--- src/rtl/pss_pkg.sv ---
// Package: constants, types and codes shared by the prime sieve modules.
package pss_pkg;

  localparam int unsigned SIEVE_LEN = 16383;
  localparam int unsigned SPAN      = 2 * SIEVE_LEN;
  localparam int unsigned TOP       = SPAN + 1;

  localparam int unsigned IDX_W   = $clog2(SIEVE_LEN);
  localparam int unsigned CNT_W   = $clog2(SIEVE_LEN + 1);
  localparam int unsigned STEP_W  = $clog2(TOP + 4);
  localparam int unsigned J_W     = STEP_W + 1;
  localparam int unsigned SQ_W    = 2 * STEP_W;
  localparam int unsigned NB_W    = 32;
  localparam int unsigned VAL_W   = 31;
  localparam int unsigned PRIME_W = 30;

  // Largest start value still inside the sequence, and largest window base.
  localparam longint unsigned LIMIT  = longint'(TOP) * longint'(TOP);
  localparam longint unsigned NB_MAX = longint'(SPAN) * longint'(SPAN + 1);

  // Reciprocal of SIEVE_LEN, exact for a halved restart dividend of VAL_W - 1 bits
  localparam int unsigned     RECIP_SH = VAL_W - 1 + IDX_W;
  localparam longint unsigned RECIP    =
    ((64'd1 << RECIP_SH) + 64'(SIEVE_LEN) - 64'd1) / 64'(SIEVE_LEN);
  localparam int unsigned     QUO_W    = VAL_W - IDX_W + 1;

  typedef enum logic [4:0] {
    S_IDLE, S_R_CHK, S_R_DIV, S_N_CHK, S_SC_RD, S_SC_CHK, S_SC_NXT,
    S_MW, S_BF, S_BI, S_BT, S_BW, S_BM, S_MW_SET,
    S_WI, S_WF, S_WI2, S_WT, S_WW, S_WD, S_WJ, S_WM, S_RET
  } pss_state_e;

  typedef enum logic [4:0] {
    DP_HOLD, DP_LOAD, DP_SET_EXH, DP_DIV_RST, DP_NB_RST, DP_NB_NEG, DP_NB_ZERO,
    DP_NB_NEXT, DP_LOOP_INIT, DP_FILL_BASE, DP_FILL_WIN, DP_JB, DP_MARK_BASE,
    DP_MARK_WIN, DP_ADV, DP_DIV_STEP, DP_OFF, DP_JW, DP_MW_SET, DP_SET_BUILT,
    DP_SCAN_PEND, DP_SCAN_RD, DP_SCAN_INC, DP_EMIT_PRIME, DP_EMIT_ZERO, DP_EMIT_TWO
  } pss_op_e;

  typedef enum logic [1:0] {
    RET_NONE, RET_PEND, RET_TWO, RET_SCAN
  } pss_ret_e;

  typedef struct packed {
    logic v_gt_lim;
    logic v_le_2;
    logic exh;
    logic wb_valid;
    logic nb_neg;
    logic nb_zero;
    logic nb_eq_wb;
    logic nb_over;
    logic built;
    logic i_last;
    logic go_base;
    logic go_win;
    logic bit_base;
    logic bit_scan;
    logic j_in;
    logic div_busy;
    logic scan_end;
  } pss_stat_t;

endpackage

--- src/rtl/pss_ctrl.sv ---
// Controller: sequences transactions, base build, window sieve and scan.
module pss_ctrl (
  input  logic                clk_i,
  input  logic                rst_ni,
  input  logic                start,
  input  logic                command_i,
  input  pss_pkg::pss_stat_t  stat_i,
  output pss_pkg::pss_op_e    op_o,
  output logic                busy
);
  import pss_pkg::*;

  pss_state_e state_q, state_d;
  pss_ret_e   ret_q, ret_d;

  always_ff @(posedge clk_i or negedge rst_ni) begin
    if (!rst_ni) begin
      state_q <= S_IDLE;
      ret_q   <= RET_NONE;
    end else begin
      state_q <= state_d;
      ret_q   <= ret_d;
    end
  end

  // Next state and datapath command
  always_comb begin
    state_d = state_q;
    ret_d   = ret_q;
    op_o    = DP_HOLD;
    case (state_q)
      S_IDLE: begin
        if (start) begin
          op_o    = DP_LOAD;
          state_d = command_i ? S_R_CHK : S_N_CHK;
        end
      end
      S_R_CHK: begin
        if (stat_i.v_gt_lim) begin
          op_o    = DP_SET_EXH;
          state_d = S_IDLE;
        end else if (stat_i.v_le_2) begin
          op_o    = DP_NB_NEG;
          ret_d   = RET_NONE;
          state_d = S_MW;
        end else begin
          op_o    = DP_DIV_RST;
          state_d = S_R_DIV;
        end
      end
      S_R_DIV: begin
        if (!stat_i.div_busy) begin
          op_o    = DP_NB_RST;
          ret_d   = RET_PEND;
          state_d = S_MW;
        end
      end
      S_N_CHK: begin
        if (stat_i.exh) begin
          op_o    = DP_EMIT_ZERO;
          state_d = S_IDLE;
        end else if (!stat_i.wb_valid) begin
          op_o    = DP_NB_ZERO;
          ret_d   = RET_TWO;
          state_d = S_MW;
        end else begin
          state_d = S_SC_RD;
        end
      end
      S_SC_RD: begin
        if (stat_i.scan_end) begin
          op_o    = DP_NB_NEXT;
          state_d = S_SC_NXT;
        end else begin
          op_o    = DP_SCAN_RD;
          state_d = S_SC_CHK;
        end
      end
      S_SC_CHK: begin
        if (stat_i.bit_scan) begin
          op_o    = DP_EMIT_PRIME;
          state_d = S_IDLE;
        end else begin
          op_o    = DP_SCAN_INC;
          state_d = S_SC_RD;
        end
      end
      S_SC_NXT: begin
        if (stat_i.nb_over) begin
          op_o    = DP_EMIT_ZERO;
          state_d = S_IDLE;
        end else begin
          ret_d   = RET_SCAN;
          state_d = S_MW;
        end
      end
      // Build the base sieve once, then move the window
      S_MW: begin
        if (!stat_i.built) begin
          op_o    = DP_LOOP_INIT;
          state_d = S_BF;
        end else begin
          state_d = S_MW_SET;
        end
      end
      S_BF: begin
        op_o = DP_FILL_BASE;
        if (stat_i.i_last) begin
          state_d = S_BI;
        end
      end
      S_BI: begin
        op_o    = DP_LOOP_INIT;
        state_d = S_BT;
      end
      S_BT: begin
        if (!stat_i.go_base) begin
          op_o    = DP_SET_BUILT;
          state_d = S_MW_SET;
        end else begin
          state_d = S_BW;
        end
      end
      S_BW: begin
        if (stat_i.bit_base) begin
          op_o    = DP_JB;
          state_d = S_BM;
        end else begin
          op_o    = DP_ADV;
          state_d = S_BT;
        end
      end
      S_BM: begin
        if (stat_i.j_in) begin
          op_o = DP_MARK_BASE;
        end else begin
          op_o    = DP_ADV;
          state_d = S_BT;
        end
      end
      S_MW_SET: begin
        op_o = DP_MW_SET;
        if (stat_i.nb_neg || stat_i.nb_zero || (stat_i.wb_valid && stat_i.nb_eq_wb)) begin
          state_d = S_RET;
        end else begin
          state_d = S_WI;
        end
      end
      // Sieve a fresh window with the base primes
      S_WI: begin
        op_o    = DP_LOOP_INIT;
        state_d = S_WF;
      end
      S_WF: begin
        op_o = DP_FILL_WIN;
        if (stat_i.i_last) begin
          state_d = S_WI2;
        end
      end
      S_WI2: begin
        op_o    = DP_LOOP_INIT;
        state_d = S_WT;
      end
      S_WT: begin
        state_d = stat_i.go_win ? S_WW : S_RET;
      end
      S_WW: begin
        if (stat_i.bit_base) begin
          op_o    = DP_DIV_STEP;
          state_d = S_WD;
        end else begin
          op_o    = DP_ADV;
          state_d = S_WT;
        end
      end
      S_WD: begin
        if (!stat_i.div_busy) begin
          op_o    = DP_OFF;
          state_d = S_WJ;
        end
      end
      S_WJ: begin
        op_o    = DP_JW;
        state_d = S_WM;
      end
      S_WM: begin
        if (stat_i.j_in) begin
          op_o = DP_MARK_WIN;
        end else begin
          op_o    = DP_ADV;
          state_d = S_WT;
        end
      end
      S_RET: begin
        case (ret_q)
          RET_PEND: begin
            op_o    = DP_SCAN_PEND;
            state_d = S_IDLE;
          end
          RET_TWO: begin
            op_o    = DP_EMIT_TWO;
            state_d = S_IDLE;
          end
          RET_SCAN: state_d = S_SC_RD;
          default:  state_d = S_IDLE;
        endcase
      end
      default: state_d = S_IDLE;
    endcase
  end

  assign busy = state_q != S_IDLE;

endmodule

--- config.mk ---
export PLATFORM = sky130hd
export DESIGN_NAME = pss_ctrl
export DESIGN_NICKNAME = d
export VERILOG_FILES = /design/src/rtl/pss_pkg.sv /design/src/rtl/pss_ctrl.sv
export SDC_FILE = /design/constraint.sdc
export NUM_CORES = 1
export LEC_CHECK = 0
export ABC_AREA = 1
export BUFFER_PORTS_ARGS = -buffer_cell sky130_fd_sc_hd__buf_2
export CORE_MARGIN = 5
export CORE_UTILIZATION = 30
export CTS_CLUSTER_SIZE = 40
export DETAILED_ROUTE_END_ITERATION = 8
export PLACE_DENSITY_LB_ADDON = 0.08
export SYNTH_ARGS = -nofsm -noshare
export SYNTH_HDL_FRONTEND = slang
export SYNTH_SLANG_ARGS = --single-unit
--- constraint.sdc ---
create_clock -name clk_i -period 1.45 [get_ports clk_i]
set_input_delay 0.29 -clock clk_i [delete_from_list [all_inputs] [get_ports clk_i]]
set_output_delay 0.29 -clock clk_i [all_outputs]
set_load 0.02 [all_outputs]
==> metrics.md, run 1 <==
| Metric | Value |
|---|---|
| Status | `finished, violations left` |
| Violated checks | `setup timing` |
| Synth top area share | `23.7%` |
| Sequential share of the synthesized area | `between 15 and 20%` |
| Syn avg cell area | `5.26 sq um` |
| Die Ht | `71.3 um` |
| Switching Share | `roughly half` |
| CORE AREA | `about 3700 sq um` |
| Crit Path Class | `reg2out` |
| Area contributors post-synth | `nand2_1, dfrtp_1, nand3_1` |
| DIE WIDTH | `approximately 71 um` |
| Initial Util | `30.8%` |
| CTS max path bufs | `2` |
| Fin Setup TNS | `-4.25 ns` |
| Crit-path max FO | `6` |
| Share of cells above drive strength 1 | `roughly 54%` |
| Clk_lat worst skew | `roughly 0.23 ns` |
| Clock skew | `slightly above 0.0005 ns` |
| Sequential share of power | `10.3%` |
| GR Util All Layers | `20.2%` |
| Vias in the first global route | `~1800` |
| Setup violators final | `13` |
| Remaining DRCs | `0` |
| First-pass GRT wire length | `between 8 and 9 mm` |
| Nets@finish | `~340` |
| Slowest CP cell | `dfrtp_2` |
| Netlist cell types | `22` |
| Leakage | `~1.2 nW` |
| # H-tree levels | `1` |
| Die ar. | `5080 sq um` |
| Antenna violations before repair | `0` |
| Antenna Nets Post-Route | `0` |
| Pwr Density | `1890 nW/um^2` |
| TritonCTS buffer count | `3` |
| Clock power frac | `~6.5%` |
| Sw Pwr | `about 2.1 mW` |
| Post-synth top area cell | `nand2_1` |
| Largest net degree at the start of global routing | `9` |
| Post-synth net total | `238` |
| # IOs | `27` |
| Clock-pin slew on the worst setup and hold paths | `around 0.040 ns` |
| Maxcap violations | `0` |
| Count of final hold-check violations | `0` |
| Ys Warns | `0` |
| Detailed Routing Iterations Pass 1 | `4` |
| Mapped cell area | `approximately 1100 sq um` |
| Worst path required time | `approximately 1.2 ns` |
| Most frequent CP cell | `buf_6` |
| Cells after Synth | `around 210` |
| Max VDD drop | `around 1.1 mV` |
| Final WL | `around 5 mm` |
| CP arrival | `1.63 ns` |
| Bufs and invs on worst path | `3` |
| Final GP Congestion | `0.955` |
| Final hold slack | `0.417 ns` |
| Clk sink count | `7` |
| CTS tree | `yes` |
| Root Buffer | `clkbuf_8` |
| Final slew viol count | `0` |
| Initial DRC Count | `between 100 and 150` |
| Vias per inst | `4.86` |
| Vias post-DR | `around 1800` |
| Setup ws final | `-0.467 ns` |
| PortBufs | `26` |
| Wire length per cell | `between 10 and 15 um` |
| Yosys reg bits | `7` |
| Number of core rows | `22` |
| GRT overflow | `0` |
| Startpoint types | `flip-flop` |
| Ant diodes | `0` |
| CP Capture Type | `primary output` |
| Cell Chain, Critical Path | `inv_2 > nand2_4 > buf_6 > nor2_2 > nand2_1 > o211ai_1 > nor2_1 > nand3_2 > buf_6` |
| Unrepaired setup endpoints after global routing | `yes` |
| Min cycle time layout | `1.92 ns` |
| Pint | `a little over 2 mW` |
| Max Clk Rate | `522 MHz` |
| CP peak stage delay | `between 0.4 and 0.5 ns` |
| Worst slew margin | `around four fifths` |
| Worst slew pin tran | `~0.28 ns` |
| Post-DP HPWL | `3.96 mm` |
| Hold Path Class | `in2async` |
| Combinational share of power | `~83%` |
| Period utilization | `132%` |
| Top Family by Delay on Critical Path | `simple AND/OR/NAND/NOR gates` |
| Area Growth Syn to Fin | `94.3%` |
==> layout make-up <==
type	instances	area (sq um)
clock buffer	4	45.0
fill	375	1470
inverter	28	113
multi-input combinational	178	1080
sequential	7	180
tap	48	60.1
timing repair buffer	95	708
==> flip-flops by register name (all words and copies together) (netlist names) <==
name,flops
state_q,5
ret_q,2
==> synthesized netlist by cell type <==
cell      instances
a21oi_1           2
buf_2             1
dfrtp_1           7
ha_1              3
inv_1            25
inv_2             3
nand2_1          71
nand2_2           3
nand2_4           1
nand3_1          30
nand3_2           1
nand3b_1          2
nand4_1           5
nor2_1           36
nor2_2            2
nor2_4            3
nor3_1            5
nor3b_1           2
o211a_1           1
o211ai_1          1
o21ai_0           9
o22ai_1           1
==> cells by family after synthesis <==
| logic type | after synthesis | synth area share (%) |
|---|---|---|
| adder cells (fa/ha/maj) | 3 | 3.33 |
| AND/OR/NAND/NOR | 161 | 64.3 |
| flip-flops | 7 | 15.6 |
| buffers and inverters | 29 | 9.78 |
| AO/OA/AOI/OAI | 14 | 7.00 |
==> routing by layer <==
| layer | share of wire (%) | GRT usage, % | up-vias |
|---|---|---|---|
| li1 | - | - | 886 |
| met1 | 42 | 24.6 | 789 |
| met2 | 49 | 33.9 | 59 |
| met3 | 5.1 | 2.81 | 16 |
| met4 | 3.8 | 11.3 | 0 |
| met5 | 0 | 0 | - |
==> layout by cell type, fill, tap and decap left out, drive strengths merged <==
cell type | netlist | final
nand3 | 31 | 31
o211ai | 1 | 1
nor2 | 41 | 41
o211a | 1 | 1
clkbuf | 0 | 4
o22ai | 1 | 1
dlygate4sd3 | 0 | 1
a21oi | 2 | 2
ha | 3 | 3
nand3b | 2 | 2
nand2 | 75 | 75
nor3b | 2 | 2
nand4 | 5 | 5
dfrtp | 7 | 7
o21ai | 9 | 9
inv | 28 | 28
nor3 | 5 | 5
buf | 1 | 94
==> power groups by stage <==
| stage | clock (mW) | sequential (mW) | combinational [mW] |
|---|---|---|---|
| 2_1_floorplan | 0 | 0.393 | 1.46 |
| 3_3_place_gp | 0 | 0.397 | 2.61 |
| 3_5_place_dp | 0 | 0.405 | 2.58 |
| 4_1_cts | 0.282 | 0.410 | 3.22 |
| 5_1_grt | 0.296 | 0.444 | 3.72 |
| 6_report | 0.271 | 0.425 | 3.45 |
==> worst register-to-register path, stage by stage, from the launching register on <==
cell	delay (ns)
dfrtp_2	0.47
inv_2	0.11
buf_6	0.10
nand3_2	0.09
nor2_4	0.11
inv_2	0.04
buf_4	0.12
buf_4	0.12
buf_4	0.12
buf_4	0.12
nand2_2	0.06
nor2_1	0.05
nand3_1	0.09
nand2_1	0.05
nand2_1	0.06
==> path summary, 6_finish.rpt <==
check	from	endpoint	slack [ns]	depth (start not counted)
worst min-delay path	rst_ni	ret_q[0]	0.42	2
worst max-delay path	state_q[0]	op_o[3]	-0.47	9
worst max register to register	state_q[0]	state_q[2]	-0.35	14
min in group clk_i	stat_i[2]	state_q[0]	0.52	6
worst min register to register	ret_q[0]	ret_q[0]	0.57	3
max in group asynchronous	rst_ni	state_q[3]	0.87	2
==> through the flow <==
step	cell area (sq um)	setup WS [ns]	util, %	power (mW)	cells
3_3_place_gp	1770	-0.360	48.3	3.00	339
6_report	2190	-0.467	59.8	4.14	360
4_1_cts	2110	-0.448	57.6	3.91	356
3_5_place_dp	1770	-0.333	48.3	2.98	339
5_1_grt	2190	-0.540	59.8	4.46	360
2_1_floorplan	1200	-0.0357	-	1.85	214
==> timing repair <==
item                       CTS  global route
gates resized for setup     55            15
cloned                       0             0
setup endpoints to repair   13            13
pin swaps                   15             5
hold endpoints to repair     7             0
buffers inserted            13             4
hold buffers                 1             0
No activity file was read; power rests on OpenSTA's default activity.
==> run 2, diff against run 1 <==
ABC_AREA = default   (was 1)
SKIP_LAST_GASP = 1   (was default)
==> metrics.md, run 2 <==
| Metric | Value |
|---|---|
| RR Endpoint | `state_q[2] (unchanged)` |
| Crit Path Class | `reg2out (unchanged)` |
| Synth Area in Compound Gates | `32.0% (was 7.00%)` |
| Maxcap violations | `0 (unchanged)` |
| Clk_lat worst skew | `0.23 ns (about the same)` |
| GRT overflow | `0 (unchanged)` |
| Die ar. | `5620 sq um (was 5080 sq um)` |
| Leakage | `1.10 nW (was 1.24 nW)` |
| Remaining DRCs | `0 (unchanged)` |
| Clock-pin slew on the worst setup and hold paths | `0.05 ns (was 0.04 ns)` |
| Post-route cell area | `2390 sq um (was 2190 sq um)` |
| CORE AREA | `4060 sq um (was 3660 sq um)` |
| Vias post-DR | `1851 (was 1750)` |
| Mux cell area share after synthesis | `3.36% (was 0%)` |
| Area Growth Syn to Fin | `89.2% (was 94.3%)` |
| Largest net degree at the start of global routing | `20 (was 9)` |
| Wire length per cell | `16.5 um (was 13.9 um)` |
| GR Util All Layers | `20.4% (was 20.2%)` |
| Max VDD drop | `1.16 mV (was 1.15 mV)` |
| Count of final hold-check violations | `0 (unchanged)` |
| CTS tree | `yes (unchanged)` |
| Cells after Synth | `185 (was 214)` |
| Top FF cell, synth | `dfrtp_1 (unchanged)` |
| Period utilization | `139% (was 132%)` |
| Tot Pwr | `5.41 mW (was 4.14 mW)` |
| Adder-cell area share of the yosys netlist | `2.97% (was 3.33%)` |
| Worst slew pin tran | `0.326 ns (was 0.278 ns)` |
| Post-Synth Simple-Gate Area | `36.1% (was 64.3%)` |
| Final WL | `5.60 mm (was 5.00 mm)` |
| Biggest register | `state_q (unchanged)` |
| Die Ht | `74.9 um (was 71.3 um)` |
| Synth top area share | `13.8% (was 23.7%)` |
| Commonest non-fill, non-tap cell in the layout | `buf_4 (unchanged)` |
| R2r setup slk | `-0.49 ns (was -0.35 ns)` |
| Startpoint types | `flip-flop (unchanged)` |
| Crit-path max FO | `8 (was 6)` |
| Mapped cell area | `1260 sq um (was 1130 sq um)` |
| CP arrival | `1.73 ns (was 1.63 ns)` |
| EDFF count, synth | `0 (unchanged)` |
| # H-tree levels | `1 (unchanged)` |
| Main combinational cell family by area after synthesis | `simple AND/OR/NAND/NOR gates (unchanged)` |
| Pwr Density | `2260 nW/um^2 (was 1890 nW/um^2)` |
| Worst slew margin | `78.2% (was 81.4%)` |
| Reg-to-reg startpoint | `state_q[2] (was state_q[0])` |
| Number of core rows | `23 (was 22)` |
| Clk sink count | `7 (unchanged)` |
| Area contributors post-synth | `dfrtp_1, nand2_1, nor2_1 (was nand2_1, dfrtp_1, nand3_1)` |
| Top sig layer | `met4 (unchanged)` |
| CTS max path bufs | `2 (unchanged)` |
| Setup violators final | `13 (unchanged)` |
| Cell Chain, Critical Path | `and2b_2 > buf_4 > nand2_2 > a21oi_1 > a311oi_2 > o21ai_2 > buf_6 (was inv_2 > nand2_4 > buf_6 > nor2_2 > nand2_1 > o211ai_1 > nor2_1 > nand3_2 > buf_6)` |
| Slowest CP cell | `dfrtp_2 (unchanged)` |
| Max Clk Rate | `496 MHz (was 522 MHz)` |
| Post-placement cell count | `311 (was 339)` |
| Final GP Congestion | `0.906 (was 0.955)` |
| Vias per inst | `5.44 (was 4.86)` |
| DP Area | `1880 sq um (was 1770 sq um)` |
| Place WS | `-0.568 ns (was -0.333 ns)` |
| Cells on worst reg2reg path | `6 (was 14)` |
| Met2 Wirelength | `2.73 mm (was 2.44 mm)` |
| Met3 WL | `305 um (was 255 um)` |
| Top post-synthesis cells by count | `nand2_1, nor2_1, nor2b_1, o21ai_1 (was nand2_1, nor2_1, nand3_1)` |
| Nets@finish | `315 (was 337)` |
| Min cycle time layout | `2.02 ns (was 1.92 ns)` |
| Post-synth top area cell | `dfrtp_1 (was nand2_1)` |
| Synth async-reset ratio | `100% (unchanged)` |
| Unrepaired setup endpoints after global routing | `yes (unchanged)` |
| Antenna violations before repair | `0 (unchanged)` |
| Setup ws final | `-0.566 ns (was -0.467 ns)` |
| First-pass GRT wire length | `8.81 mm (was 8.14 mm)` |
| Non-Filler Instances | `340 (was 360)` |
| Most instantiated library cell after synthesis | `nand2_1 (unchanged)` |
| Sequential share of the synthesized area | `13.8% (was 15.6%)` |
| Initial DRC Count | `103 (was 147)` |
| Xor/xnor share of the synthesized area | `0.692% (was 0%)` |
| TritonCTS buffer count | `3 (unchanged)` |
| Share of cells above drive strength 1 | `58.3% (was 53.5%)` |
| Syn avg cell area | `6.84 sq um (was 5.26 sq um)` |
| Worst path required time | `1.16 ns (about the same)` |
| Yosys reg bits | `7 (unchanged)` |
| Root Buffer | `clkbuf_8 (unchanged)` |
| Post-DP HPWL | `4.17 mm (was 3.96 mm)` |
| DIE WIDTH | `74.9 um (was 71.3 um)` |
| Fin Setup TNS | `-6.26 ns (was -4.25 ns)` |
| Detailed Routing Iterations Pass 1 | `4 (unchanged)` |
| Antenna Nets Post-Route | `0 (unchanged)` |
| Top Family by Delay on Critical Path | `flip-flops (was simple AND/OR/NAND/NOR gates)` |
| Biggest regs | `state_q (5), ret_q (2) (unchanged)` |
| CP Capture Type | `primary output (unchanged)` |
| Violated checks | `setup timing (unchanged)` |
| Most frequent cells in the layout | `buf_4, buf_2, nor2_1 (was buf_4, nand2_1, nand3_1, nor2_1)` |
| Post-synth net total | `209 (was 238)` |
| Met1 WL | `2.50 mm (was 2.11 mm)` |
| Ant diodes | `0 (unchanged)` |
| Number of flip-flops under the largest register name | `5 (unchanged)` |
| Bufs and invs on worst path | `2 (was 3)` |
| Clock skew | `0.00532 ns (was 0.000514 ns)` |
| Netlist cell types | `51 (was 22)` |
| Ys Warns | `0 (unchanged)` |
| Vias in the first global route | `1786 (was 1765)` |
| # IOs | `27 (unchanged)` |
| PortBufs | `26 (unchanged)` |
| Status | `finished, violations left (unchanged)` |
| Hold Path Class | `in2async (unchanged)` |
| CP peak stage delay | `0.45 ns (was 0.46 ns)` |
| Final slew viol count | `0 (unchanged)` |
| Initial Util | `31.2% (was 30.8%)` |
==> run 2: cell count changes after synthesis, sizes merged, moves of 10 or more <==
cell   previous run  this run
inv              28        10
nand2            75        19
buf               1        15
nand3            31         5
nor2b             0        10
nor2             41        18
==> run 2: what timing repair did <==
action	4_1_cts	5_1_grt
pin swaps	10	18
endpoints found under the hold margin	7	0
setup endpoints to repair	13	13
setup buffers	16	9
gates resized for setup	48	29
hold buffers	1	0
==> run 2: per-stage QoR <==
step	hold WS (ns)	util, %
2_1_floorplan	-0.00559	-
3_3_place_gp	0.137	46.3
3_5_place_dp	0.139	46.3
4_1_cts	0.427	54.8
5_1_grt	0.440	59.0
6_report	0.419	59.0
==> run 2: routing by layer <==
metal / up-vias / global-route usage, %
met5: - / 0
met4: 0 / 2.96
met3: 6 / 3.07
met2: 58 / 35.6
met1: 893 / 27.1
li1: 894 / -
==> run 2: logic make-up after synthesis <==
logic type	count (synthesis)
buffers and inverters	25
multiplexers	4
AND/OR/NAND/NOR	84
flip-flops	7
XOR/XNOR	1
adder cells (fa/ha/maj)	3
AO/OA/AOI/OAI	61
==> run 2: worst max path at each step <==
stage	from	end	depth (start not counted)
after floorplan	state_q[2]	state_q[2]	4
after CTS	state_q[4]	op_o[0]	7
final	state_q[4]	op_o[0]	7
after global routing	state_q[4]	busy	7
after detailed placement	state_q[4]	state_q[0]	8
after global placement	state_q[4]	state_q[0]	8
==> run 2: layout make-up <==
cell class	instances	area, sq um
tap	50	62.6
fill	377	1660
inverter	10	42.5
clock inverter	1	5.00
timing repair buffer	116	900
sequential	7	181
multi-input combinational	153	1160
clock buffer	3	41.3
==> run 2: power breakdown <==
part	internal [mW]	switching, mW	leakage (nW)
registers	0.288	0.141	0.0832
clock network	0.187	0.0983	0.0255
logic	2.49	2.20	0.990
